$ cat config.mk
export PLATFORM = sky130hd
export DESIGN_NAME = lru_frame_replacer_unit
export DESIGN_NICKNAME = d
export VERILOG_FILES = /design/src/hw/rtl/lfr_pkg.sv /design/src/hw/rtl/lfr_cell.sv /design/src/hw/rtl/lru_frame_replacer_unit.sv
export VERILOG_INCLUDE_DIRS = /design/src /design/src/hw/rtl
export SDC_FILE = /design/constraint.sdc
export NUM_CORES = 1
export LEC_CHECK = 0
export BUFFER_PORTS_ARGS = -buffer_cell sky130_fd_sc_hd__buf_2
export CORE_MARGIN = 5
export CORE_UTILIZATION = 63
export CTS_CLUSTER_DIAMETER = 100
export DETAILED_ROUTE_END_ITERATION = 12
export GPL_ROUTABILITY_DRIVEN = 0
export PLACE_DENSITY = 0.9
export RECOVER_POWER = 50
export SYNTH_ARGS = -nofsm -noshare
export SYNTH_HDL_FRONTEND = slang
export SYNTH_HIERARCHICAL = 1
export SYNTH_SLANG_ARGS = --single-unit
export TNS_END_PERCENT = 5
$ cat constraint.sdc
create_clock -name clk -period 17.2 [get_ports clk]
set_input_delay 5.16 -clock clk [delete_from_list [all_inputs] [get_ports clk]]
set_output_delay 5.16 -clock clk [all_outputs]
set_load 0.01 [all_outputs]
$ cat src/hw/rtl/lru_frame_replacer_unit_defines.svh
// Assertion macros for the LRU frame replacer.
// Used by the top level only; expects clk and arst_n in scope.
`ifndef LRU_FRAME_REPLACER_UNIT_DEFINES_SVH
`define LRU_FRAME_REPLACER_UNIT_DEFINES_SVH

// same-cycle implication
`define LFR_ASSERT_NOW(label, ante, cons) \
	label: assert property (@(posedge clk) disable iff (!arst_n) (ante) |-> (cons)) \
		else $error("lfr: same-cycle check failed");

// next-cycle implication
`define LFR_ASSERT_NEXT(label, ante, cons) \
	label: assert property (@(posedge clk) disable iff (!arst_n) (ante) |=> (cons)) \
		else $error("lfr: next-cycle check failed");

`endif

$ cat src/hw/rtl/lfr_pkg.sv
// Package for the LRU frame replacer: sizes, request codes, item types.
// No dependencies.
`default_nettype none

package lfr_pkg;

	localparam int NUM_FRAMES = 64;
	localparam int FID_W      = 6;
	localparam int CNT_W      = 7;
	localparam int REQ_W      = 2;
	localparam int APB_AW     = 3;
	localparam int APB_DW     = 32;

	localparam logic [CNT_W-1:0] CAP_RESET = CNT_W'(64);

	localparam logic [REQ_W-1:0] REQ_VICTIM = 2'd0;
	localparam logic [REQ_W-1:0] REQ_PIN    = 2'd1;
	localparam logic [REQ_W-1:0] REQ_UNPIN  = 2'd2;

	// register index, taken from paddr[2]
	localparam logic REG_CAPACITY = 1'b0;

	typedef struct packed {
		logic [REQ_W-1:0] req_type;
		logic [FID_W-1:0] frame_no;
	} lfr_req_t;

	typedef struct packed {
		logic             found;
		logic [FID_W-1:0] victim_frame;
		logic [CNT_W-1:0] occupancy;
	} lfr_rsp_t;

	// broadcast to every queue cell
	typedef struct packed {
		logic             pop;
		logic             pin;
		logic             push;
		logic [FID_W-1:0] fid;
	} lfr_ctl_t;

endpackage

`default_nettype wire

$ cat src/hw/rtl/lfr_cell.sv
// One queue slot of the LRU frame replacer: valid bit and frame id.
// Depends on lfr_pkg.
`default_nettype none

module lfr_cell import lfr_pkg::*; (
	input  logic             clk,
	input  logic             arst_n,
	input  lfr_ctl_t         ctl,
	input  logic             seen_in,
	output logic             seen_out,
	input  logic             prev_valid,
	input  logic             nxt_valid,
	input  logic [FID_W-1:0] nxt_id,
	output logic             valid,
	output logic [FID_W-1:0] id,
	output logic             match
);

	logic             valid_q;
	logic [FID_W-1:0] id_q;
	logic             shift;
	logic             load;

	assign match    = valid_q && (id_q == ctl.fid);
	assign seen_out = seen_in | (ctl.pin & match);
	assign shift    = (ctl.pop | ctl.pin) & seen_out;
	// tail slot: first empty slot after a full one
	assign load     = ctl.push & !valid_q & prev_valid;

	always_ff @(posedge clk or negedge arst_n) begin
		if (!arst_n) begin
			valid_q <= 1'b0;
		end else if (shift) begin
			valid_q <= nxt_valid;
		end else if (load) begin
			valid_q <= 1'b1;
		end
	end

	always_ff @(posedge clk) begin
		if (shift) begin
			id_q <= nxt_id;
		end else if (load) begin
			id_q <= ctl.fid;
		end
	end

	assign valid = valid_q;
	assign id    = id_q;

endmodule

`default_nettype wire

$ cat src/hw/rtl/lru_frame_replacer_unit.sv
// LRU frame replacer: 64 queue cells, oldest frame at cell 0.
// Channels: req (valid/stall, lfr_req_t) in, rsp (valid/stall, lfr_rsp_t) out,
// plus an APB port with one register, capacity, at byte address 0.
// Each request item gives exactly one response item in the cycle after it is
// accepted; one item per cycle is sustained unless the response is held.
// The whole request (pop at the head, remove anywhere, append at the tail)
// is done in the cell row in the cycle of acceptance; the length of that
// cycle is set by the match ripple across the row.
// The response sits in a single output register; while it is held under
// rsp_stall, req_stall is raised and no further item is taken.
// Reset empties the queue (cell valid bits cleared, occupancy zero) and sets
// capacity to 64. The user writes capacity only while the block is idle; not enforced.
// Depends on lfr_pkg, lfr_cell and lru_frame_replacer_unit_defines.svh.
`default_nettype none
`include "lru_frame_replacer_unit_defines.svh"

module lru_frame_replacer_unit import lfr_pkg::*; (
	input  logic              clk,
	input  logic              arst_n,
	input  logic              psel,
	input  logic              penable,
	input  logic              pwrite,
	input  logic [APB_AW-1:0] paddr,
	input  logic [APB_DW-1:0] pwdata,
	output logic [APB_DW-1:0] prdata,
	output logic              pready,
	input  logic              req_valid,
	output logic              req_stall,
	input  lfr_req_t          req,
	output logic              rsp_valid,
	input  logic              rsp_stall,
	output lfr_rsp_t          rsp
);

	logic [CNT_W-1:0] capacity_q;
	logic [CNT_W-1:0] count_q;
	logic [CNT_W-1:0] count_nxt;
	logic             rsp_valid_q;
	lfr_rsp_t         rsp_q;

	lfr_ctl_t         ctl;
	logic             req_acc;
	logic             fid_ok;
	logic             room;
	logic             hit;
	logic             popped;
	logic [NUM_FRAMES:0]   seen;
	logic [NUM_FRAMES-1:0] valid_vec;
	logic [NUM_FRAMES-1:0] match_vec;
	logic [FID_W-1:0]      id_arr [NUM_FRAMES];

	// config port
	assign pready = 1'b1;
	assign prdata = (paddr[2] == REG_CAPACITY) ? APB_DW'(capacity_q) : '0;

	always_ff @(posedge clk or negedge arst_n) begin
		if (!arst_n) begin
			capacity_q <= CAP_RESET;
		end else if (psel && penable && pwrite && pready && (paddr[2] == REG_CAPACITY)) begin
			capacity_q <= pwdata[CNT_W-1:0];
		end
	end

	// request decode
	assign req_stall = rsp_valid_q && rsp_stall;
	assign req_acc   = req_valid && !req_stall;
	assign fid_ok    = CNT_W'(req.frame_no) < CNT_W'(NUM_FRAMES);
	assign room      = (count_q < capacity_q) && (count_q < CNT_W'(NUM_FRAMES));
	assign hit       = |match_vec;

	always_comb begin
		ctl.fid  = req.frame_no;
		ctl.pop  = req_acc && (req.req_type == REQ_VICTIM);
		ctl.pin  = req_acc && (req.req_type == REQ_PIN) && fid_ok;
		ctl.push = req_acc && (req.req_type == REQ_UNPIN) && fid_ok && !hit && room;
	end

	// pop shifts every cell; pin shifts from the matching cell onwards
	assign seen[0] = ctl.pop;

	genvar gi;
	generate
		for (gi = 0; gi < NUM_FRAMES; gi++) begin : g_cell
			logic             prev_v;
			logic             nxt_v;
			logic [FID_W-1:0] nxt_i;

			if (gi == 0) begin : g_head
				assign prev_v = 1'b1;
			end else begin : g_body
				assign prev_v = valid_vec[gi-1];
			end

			if (gi == NUM_FRAMES-1) begin : g_tail
				assign nxt_v = 1'b0;
				assign nxt_i = '0;
			end else begin : g_link
				assign nxt_v = valid_vec[gi+1];
				assign nxt_i = id_arr[gi+1];
			end

			lfr_cell u_cell (
				.clk        (clk),
				.arst_n     (arst_n),
				.ctl        (ctl),
				.seen_in    (seen[gi]),
				.seen_out   (seen[gi+1]),
				.prev_valid (prev_v),
				.nxt_valid  (nxt_v),
				.nxt_id     (nxt_i),
				.valid      (valid_vec[gi]),
				.id         (id_arr[gi]),
				.match      (match_vec[gi])
			);
		end
	endgenerate

	// occupancy
	assign popped = ctl.pop && valid_vec[0];

	always_comb begin
		count_nxt = count_q;
		if (popped || (ctl.pin && seen[NUM_FRAMES])) begin
			count_nxt = count_q - CNT_W'(1);
		end else if (ctl.push) begin
			count_nxt = count_q + CNT_W'(1);
		end
	end

	always_ff @(posedge clk or negedge arst_n) begin
		if (!arst_n) begin
			count_q     <= '0;
			rsp_valid_q <= 1'b0;
		end else begin
			count_q <= count_nxt;
			if (req_acc) begin
				rsp_valid_q <= 1'b1;
			end else if (!rsp_stall) begin
				rsp_valid_q <= 1'b0;
			end
		end
	end

	always_ff @(posedge clk) begin
		if (req_acc) begin
			rsp_q.found        <= popped;
			rsp_q.victim_frame <= popped ? id_arr[0] : '0;
			rsp_q.occupancy    <= count_nxt;
		end
	end

	assign rsp_valid = rsp_valid_q;
	assign rsp       = rsp_q;

	// checks
	`LFR_ASSERT_NOW(a_prefix, 1'b1, $countones(valid_vec) == int'(count_q))
	`LFR_ASSERT_NOW(a_cnt_max, 1'b1, count_q <= CNT_W'(NUM_FRAMES))
	`LFR_ASSERT_NEXT(a_rsp_after_req, req_acc, rsp_valid_q && (rsp_q.occupancy == count_q))
	`LFR_ASSERT_NOW(a_push_no_dup, ctl.push, !hit && (count_q < capacity_q))

endmodule

`default_nettype wire
==> results.md, run 1 <==
- Fin Hold WS: roughly 510 ps
- Critical path capture point type: flop
- Tcrit/Tclk final: 102%
- Mean post-synth cell area: around 13 sq um
- Critical Path Source Type: input pin
- Max-cap viol count: 10
- Max FO, Critical Path: 6
- Skew-Pair Late Insertion Delay: around 600 ps
- Slew margin rel.: -140%
- Main synth FF type: edfxtp_1
- Power Dens Cells: 95.1 mW/mm^2
- Violated checks: max-capacitance violations, max-slew violations, negative setup slack
- Cell count after placement: about 2,900
- Number of synthesized register bits: 477
- Status: finished, violations left
- Final net count: 2,386
- WP data arrival: ~18,000 ps
- WHS Path Cells: 1
- Critical R2R Launch: g_cell[0].u_cell/id[4]$_DFFE_PP_
- Row count: 77
- Synth-to-layout area growth: 10.6%
- Startpoint of the worst hold path: capacity_q[1]$_DFFE_PN0P_
- TritonCTS Buffers: 50
- Async SR Flop Fraction: between 15 and 20%
- # setup viols final: 15
- Tmin final: between 15,000 and 20,000 ps
- Drt pass-1 iters: 5
- Wire per inst: 21.3 um
- Root Driver: clkbuf_16
- Pre-CTS WS: -509 ps
- Share of cells above drive strength 1: 26.6%
- Adder-cell share of the synthesized area: less than 1%
- Sequential share of the synthesized area: 49.2%
- Critical path's most frequent cell: a21o_1
- Synthesized instance count: roughly 2,200
- Synth cell types: between 40 and 50
- H-tree lvl count: 2
- Worst EP required: roughly 18,000 ps
- Largest net degree at the start of global routing: between 150 and 200
- DRC: 0
- Met2 Track Usage GR: around 45%
- Aggregate global routing overflow: 0
- DIE WIDTH: 222 um
- Post-synthesis mux area share: about 18%
- 1st-iter DRT viols: approximately 1,500
- Compound-cell area share of the yosys netlist: approximately an eighth
- Initial antenna violation count: 1
- Slew of the pin with the lowest slew margin: between 3000 and 4000 ps
- R2R depth: between 70 and 80
- Clk sinks: 477
- Slew Viols, Final: roughly 220
- Routed Antenna Nets: 0
- Ys Warns: 6
- Post-Syn Area: around 0.028 sq mm
- First-pass GRT wire length: ~100,000 um
- Die ar.: 0.0493 sq mm
- Synth Area in XOR/XNOR: approximately an eighth
- Post-Route WL: about 63,000 um
- Met3 Track Usage GR: ~3.3%
- Ports: 99
- Static leakage: around 12 nW
- HPWL Detailed: 42,200 um
- FF-to-FF setup slack: approximately 3800 ps
- Overall Global Routing Usage: approximately a quarter
- Worst path max stage delay: ~290 ps
- Via density: about 6.2
- Final Util: 70.6%
- Largest family of logic cells by synthesized area: multiplexers
- Critical path class: in2reg
- ANT cells: 0
- Number of global-route vias before repair: 19,478
- Core footprint: ~0.044 sq mm
- Fmax: about 0.057 GHz
- Grt met1 use: between 30% and 40%
- RSZ-0062 raised after global routing: yes
- Die height: around 220 um
- Hold path endpoint: capacity_q[1]$_DFFE_PN0P_
- Final-report hold violation count: 0
- Synth Area in Simple Gates: roughly 5.6%
- Vias after detailed routing: between 15,000 and 20,000
- Clk slew on worst S/H paths: ~60 ps
- Design area: 0.0313 sq mm
- CTS tree: done
- Placed Area: 0.0297 sq mm
- Slowest CP cell: mux2_4
- Fin Clk Skew: 25.6 ps
- Maximum VDD drop: approximately 0.089 mV
- Port bufs: 45
- Initial Util: 63.9%
- Post-synth EDFFs: around 400
- R2R Path End: rsp[5]$_DFFE_PP_
- Setup WS post-layout: -368 ps
- Hold/Removal Path Class: reg2reg
- Fin cells: slightly below 3,000
- Clock Path Buffers: 3
- GRT busiest layer: met2
==> registers in the layout, summed over array words and instances, names as in the netlist <==
signal / flops
g_cell.u_cell/id: 384
g_cell.u_cell/valid: 64
rsp: 14
capacity_q: 7
count_q: 7
rsp_valid: 1
==> worst max path at each step <==
stage / start / depth (start not counted) / slack [ps] / to
2_1_floorplan: req_valid / 72 / 90 / rsp[5]$_DFFE_PP_
3_3_place_gp: req[4] / 73 / -270 / rsp[5]$_DFFE_PP_
3_5_place_dp: req[4] / 73 / -510 / rsp[5]$_DFFE_PP_
4_1_cts: req[4] / 73 / 50 / rsp[5]$_DFFE_PP_
5_1_grt: req[4] / 73 / -610 / rsp[5]$_DFFE_PP_
6_report: req[4] / 73 / -370 / rsp[5]$_DFFE_PP_
==> report_power, final <==
| part | leakage (nW) | switching [mW] | internal, mW |
|---|---|---|---|
| logic | 6.45 | 0.257 | 0.179 |
| registers | 4.62 | 0.134 | 1.36 |
| clock network | 0.785 | 0.443 | 0.603 |
==> layer usage <==
| metal | vias to the layer above | share of wire [%] |
|---|---|---|
| met1 | 9222 | 40 |
| met3 | 128 | 5.4 |
| met2 | 574 | 52 |
| li1 | 8362 | - |
| met4 | 2 | 2.9 |
| met5 | - | 0.021 |
==> cell type report <==
class	count	area (sq um)
flip-flops and latches	477	13900
multi-input cells	1542	13700
fillers	2792	13000
clock buffers	76	1510
repair buffers	117	795
well taps	592	741
inverters	140	526
clock inverters	18	80.1
==> timing repair <==
action	in CTS	in global routing
cloned	0	0
gates resized for setup	4	9
pin swaps	2	9
hold buffers	0	0
endpoints found under the setup margin	5	23
buffers inserted	0	9
==> per-stage QoR <==
step	TNS, ps	power [mW]
after global routing	-7930	3.11
final	-2400	2.98
after detailed placement	-5960	1.94
after floorplan	0	1.77
after CTS	0	2.99
after global placement	-1780	1.90
==> cell usage in the layout (no fill, tap or decap), types with 4 or more instances in the layout <==
cell type  count
clkbuf_1      33
a21o_1        65
nor4_1        17
nor3_1        64
nand2_1      135
clkbuf_16     53
conb_1        35
mux2_1         6
and3_1         6
nand4_1       70
nand3_1        4
dfrtp_1       78
o41ai_4       57
buf_4         69
o21ai_0       65
o41ai_1        7
nor2_1         7
clkbuf_8      10
xor2_1        68
xnor2_1      321
inv_1        140
mux2_2       385
clkinv_2       6
edfxtp_1     398
clkinv_1      11
mux2i_1       64
ha_1           8
buf_6          5
o21bai_1      63
a21oi_1       65
buf_2         21
==> Yosys cell counts, types with 2 or more instances <==
library cell,instances,area share [%]
ha_1,8,0.35
and3_1,6,0.13
o41ai_4,64,6.2
mux2_2,391,16
xnor2_1,322,10
nor3_1,65,1.1
xor2_1,68,2.1
buf_4,26,0.69
inv_1,140,1.9
nand2_1,135,1.8
o31ai_1,3,0.080
a21oi_1,65,1.1
a21o_1,65,1.7
nand4_1,70,1.5
nand3_1,4,0.071
nor2_2,2,0.044
o21ai_0,66,1.2
o21bai_1,64,1.7
nor2b_1,2,0.044
edfxtp_1,398,42
nor4_1,17,0.38
nor2_1,9,0.12
dfrtp_1,78,6.9
and2_1,3,0.066
mux2i_1,64,2.3
conb_1,2,0.027
==> worst max-delay path: cells and delay by family <==
kind	cells	cell delay, ps
xor+xnor	2	270
compound gates	65	11420
buf+inv	1	120
simple gates	4	580
mux	1	290
==> kinds of logic after synthesis <==
| group | count (synthesis) |
|---|---|
| xor gates and xnor gates | 390 |
| other | 2 |
| adders and majority gates | 8 |
| muxes | 457 |
| DFF | 477 |
| and+or+nand+nor | 321 |
| AOI/OAI and AO/OA | 331 |
| buffers and inverters | 167 |
(Power assumes the default switching activity.)
==> run 2, diff against run 1 <==
--- a/config.mk
+++ b/config.mk
@@ -7,12 +7,13 @@
 export NUM_CORES = 1
 export LEC_CHECK = 0
 export BUFFER_PORTS_ARGS = -buffer_cell sky130_fd_sc_hd__buf_2
+export CAP_MARGIN = 25
 export CORE_MARGIN = 5
-export CORE_UTILIZATION = 63
+export CORE_UTILIZATION = 57
 export CTS_CLUSTER_DIAMETER = 100
 export DETAILED_ROUTE_END_ITERATION = 12
 export GPL_ROUTABILITY_DRIVEN = 0
-export PLACE_DENSITY = 0.9
+export PLACE_DENSITY = 0.86
 export RECOVER_POWER = 50
 export SYNTH_ARGS = -nofsm -noshare
 export SYNTH_HDL_FRONTEND = slang
==> constraint.sdc (replaced) <==
create_clock -name clk -period 15.9 [get_ports clk]
set_input_delay 4.77 -clock clk [delete_from_list [all_inputs] [get_ports clk]]
set_output_delay 4.77 -clock clk [all_outputs]
set_load 0.01 [all_outputs]
==> results.md, run 2 (same netlist as run 1, synthesis figures left out) <==
- Status: finished, violations left
- Violated checks: max-capacitance violations, max-slew violations, negative setup slack
- 1st-iter DRT viols: 1,337 (-12%)
- Max FO, Critical Path: 5 (-1)
- Die ar.: 0.0542 sq mm (+10%)
- Die height: 233 um (+4.9%)
- Initial antenna violation count: 1 (unchanged)
- # setup viols final: 65 (+50)
- DIE WIDTH: 233 um (+4.9%)
- Static leakage: 12.3 nW (+3.9%)
- Root Driver: clkbuf_16
- WP data arrival: 17,250 ps (-620 ps)
- Ports: 99 (unchanged)
- Pre-CTS WS: -1350 ps (-838 ps)
- Power Dens Cells: 102 mW/mm^2 (+7.1%)
- Port bufs: 45 (unchanged)
- Clock Path Buffers: 3 (unchanged)
- Initial Util: 57.7% (-6.2 points)
- Slew of the pin with the lowest slew margin: 1680 ps (-1910 ps)
- Hold/Removal Path Class: reg2reg
- Setup_tns: -29,330 ps (-26,920 ps)
- # hold bufs at CTS: 0 (unchanged)
- Max-cap viol count: 1 (-9)
- Fin Clk Skew: 25.3 ps (-0.376 ps)
- Share of cells above drive strength 1: 29.5% (+2.9 points)
- Final net count: 2,419 (+1.4%)
- Critical path capture point type: flop
- Row count: 81 (+5.2%)
- H-tree lvl count: 2 (unchanged)
- Slew margin rel.: -11.9% (+130 points)
- Most common cell after layout, fill and taps aside: edfxtp_1
- Clk sinks: 477 (unchanged)
- RSZ-0062 raised after global routing: yes
- Synth-to-layout area growth: 12.7%
- Slew Viols, Final: 24 (-89%)
- TritonCTS Buffers: 51 (+2.0%)
- DRC: 0 (unchanged)
- Worst path max stage delay: 270 ps (-20 ps)
- Largest net degree at the start of global routing: 86 (-49%)
- Critical Path Source Type: input pin
- Routed Antenna Nets: 0 (unchanged)
- Final Util: 65.1% (-5.6 points)
- Drt pass-1 iters: 8 (+3)
- Final-report hold violation count: 0 (unchanged)
- Flip-flop count of the largest register after layout: 384 (unchanged)
- Fmax: around 0.06 GHz
- Tcrit/Tclk final: 106%
- Via density: 5.99 (-3.0%)
- Tmin final: roughly 17,000 ps
- Slowest CP cell: mux2_4
- CTS tree: done
- Post-Route WL: 63,700 um (+0.73%)
- Worst EP required: 16,230 ps (-1280 ps)
- Setup WS post-layout: -1030 ps (-658 ps)
- Clk slew on worst S/H paths: 60 ps (about the same)
- Critical path's most frequent cell: a21o_1
- Aggregate global routing overflow: 0 (unchanged)
- Maximum VDD drop: 0.0753 mV (-15%)
- Overall Global Routing Usage: 23.2% (-1.9 points)
- Number of global-route vias before repair: 18,878 (-3.1%)
- First-pass GRT wire length: 101,000 um (-0.54%)
- Fin Hold WS: 514 ps (+1.07 ps)
- Skew-Pair Late Insertion Delay: 610 ps (+20 ps)
- Commonest non-fill, non-tap cells in the layout: edfxtp_1, mux2_2, xnor2_1
- FILL cells: 3,470 (+24%)
- HPWL Detailed: 42,700 um (+1.1%)
- Wire per inst: 20.8 um (-2.7%)
- Core footprint: 0.0491 sq mm (+11%)
- Vias after detailed routing: 18,366 (+0.43%)
- Critical path class: in2reg
- ANT cells: 0 (unchanged)
[run 2: changes by cell type in the layout (fill, tap and decap cells not counted), moves of 2 or more]
cell        change
clkinv_2        +4
clkbuf_8        -2
o21bai_1        -6
buf_2          +17
o41ai_1         -7
o41ai_4         +7
clkinv_1        -5
buf_4          +34
clkinvlp_4      +2
clkbuf_1       -20
o21bai_4        +7
mux2_1          -6
mux2_4          +6
[run 2: worst max-delay path, delay by kind of cell]
kind | cells | cell delay (ps)
XOR/XNOR | 2 | 270
AO/OA/AOI/OAI | 65 | 11330
AND/OR/NAND/NOR | 4 | 480
multiplexers | 1 | 270
buffers and inverters | 1 | 120
[run 2: final timing paths]
check	to	start	slack [ps]	cells past startpoint
max	rsp[5]$_DFFE_PP_	req[5]	-1030	73
min	capacity_q[2]$_DFFE_PN0P_	capacity_q[2]$_DFFE_PN0P_	510	1
max reg2reg	rsp[5]$_DFFE_PP_	g_cell[0].u_cell/id[5]$_DFFE_PP_	2750	72
min reg2reg	capacity_q[2]$_DFFE_PN0P_	capacity_q[2]$_DFFE_PN0P_	510	1
max in group asynchronous	rsp_valid$_DFFE_PN0P_	arst_n	9560	2
min in group asynchronous	g_cell[21].u_cell/valid$_DFFE_PN0P_	arst_n	4600	1
[run 2: metrics by stage]
step / total power, mW / instances / area, sq um
floorplan: 1.92 / 2186 / 28500
global placement: 2.08 / 2957 / 30100
detailed placement: 2.11 / 2957 / 30100
CTS: 3.26 / 3059 / 31800
global route: 3.39 / 3067 / 31900
finish: 3.25 / 3067 / 31900
[run 2: what timing repair did]
item	in CTS	in global routing
setup endpoints to repair	58	103
pin swaps	8	7
gates resized for setup	8	15
setup buffers	8	8
[run 2: area by class of cell]
cell class,instances,area (sq um),area share [%]
clock buffer,72,1460,4.56
clock inverter,23,160,0.502
inverter,140,526,1.65
multi-input combinational,1542,14000,43.7
sequential,477,13900,43.7
tap,664,831,2.60
timing repair buffer,149,1050,3.31
[run 2: power breakdown]
part / internal (mW) / leakage, nW / total, mW / switching [mW]
clock network: 0.655 / 0.795 / 1.15 / 0.494
registers: 1.47 / 4.62 / 1.62 / 0.150
logic: 0.200 / 6.90 / 0.479 / 0.279
total: 2.32 / 12.3 / 3.25 / 0.924
[run 2: metal layers]
layer	share of wire (%)	wire length (um)	GRT usage (%)	vias up
li1	-	-	-	8435
met1	42	26600	30.4	9236
met2	49	30900	38.9	571
met3	6.4	4050	4.25	122
met4	3.3	2110	8.29	2
met5	0.025	16	0	-
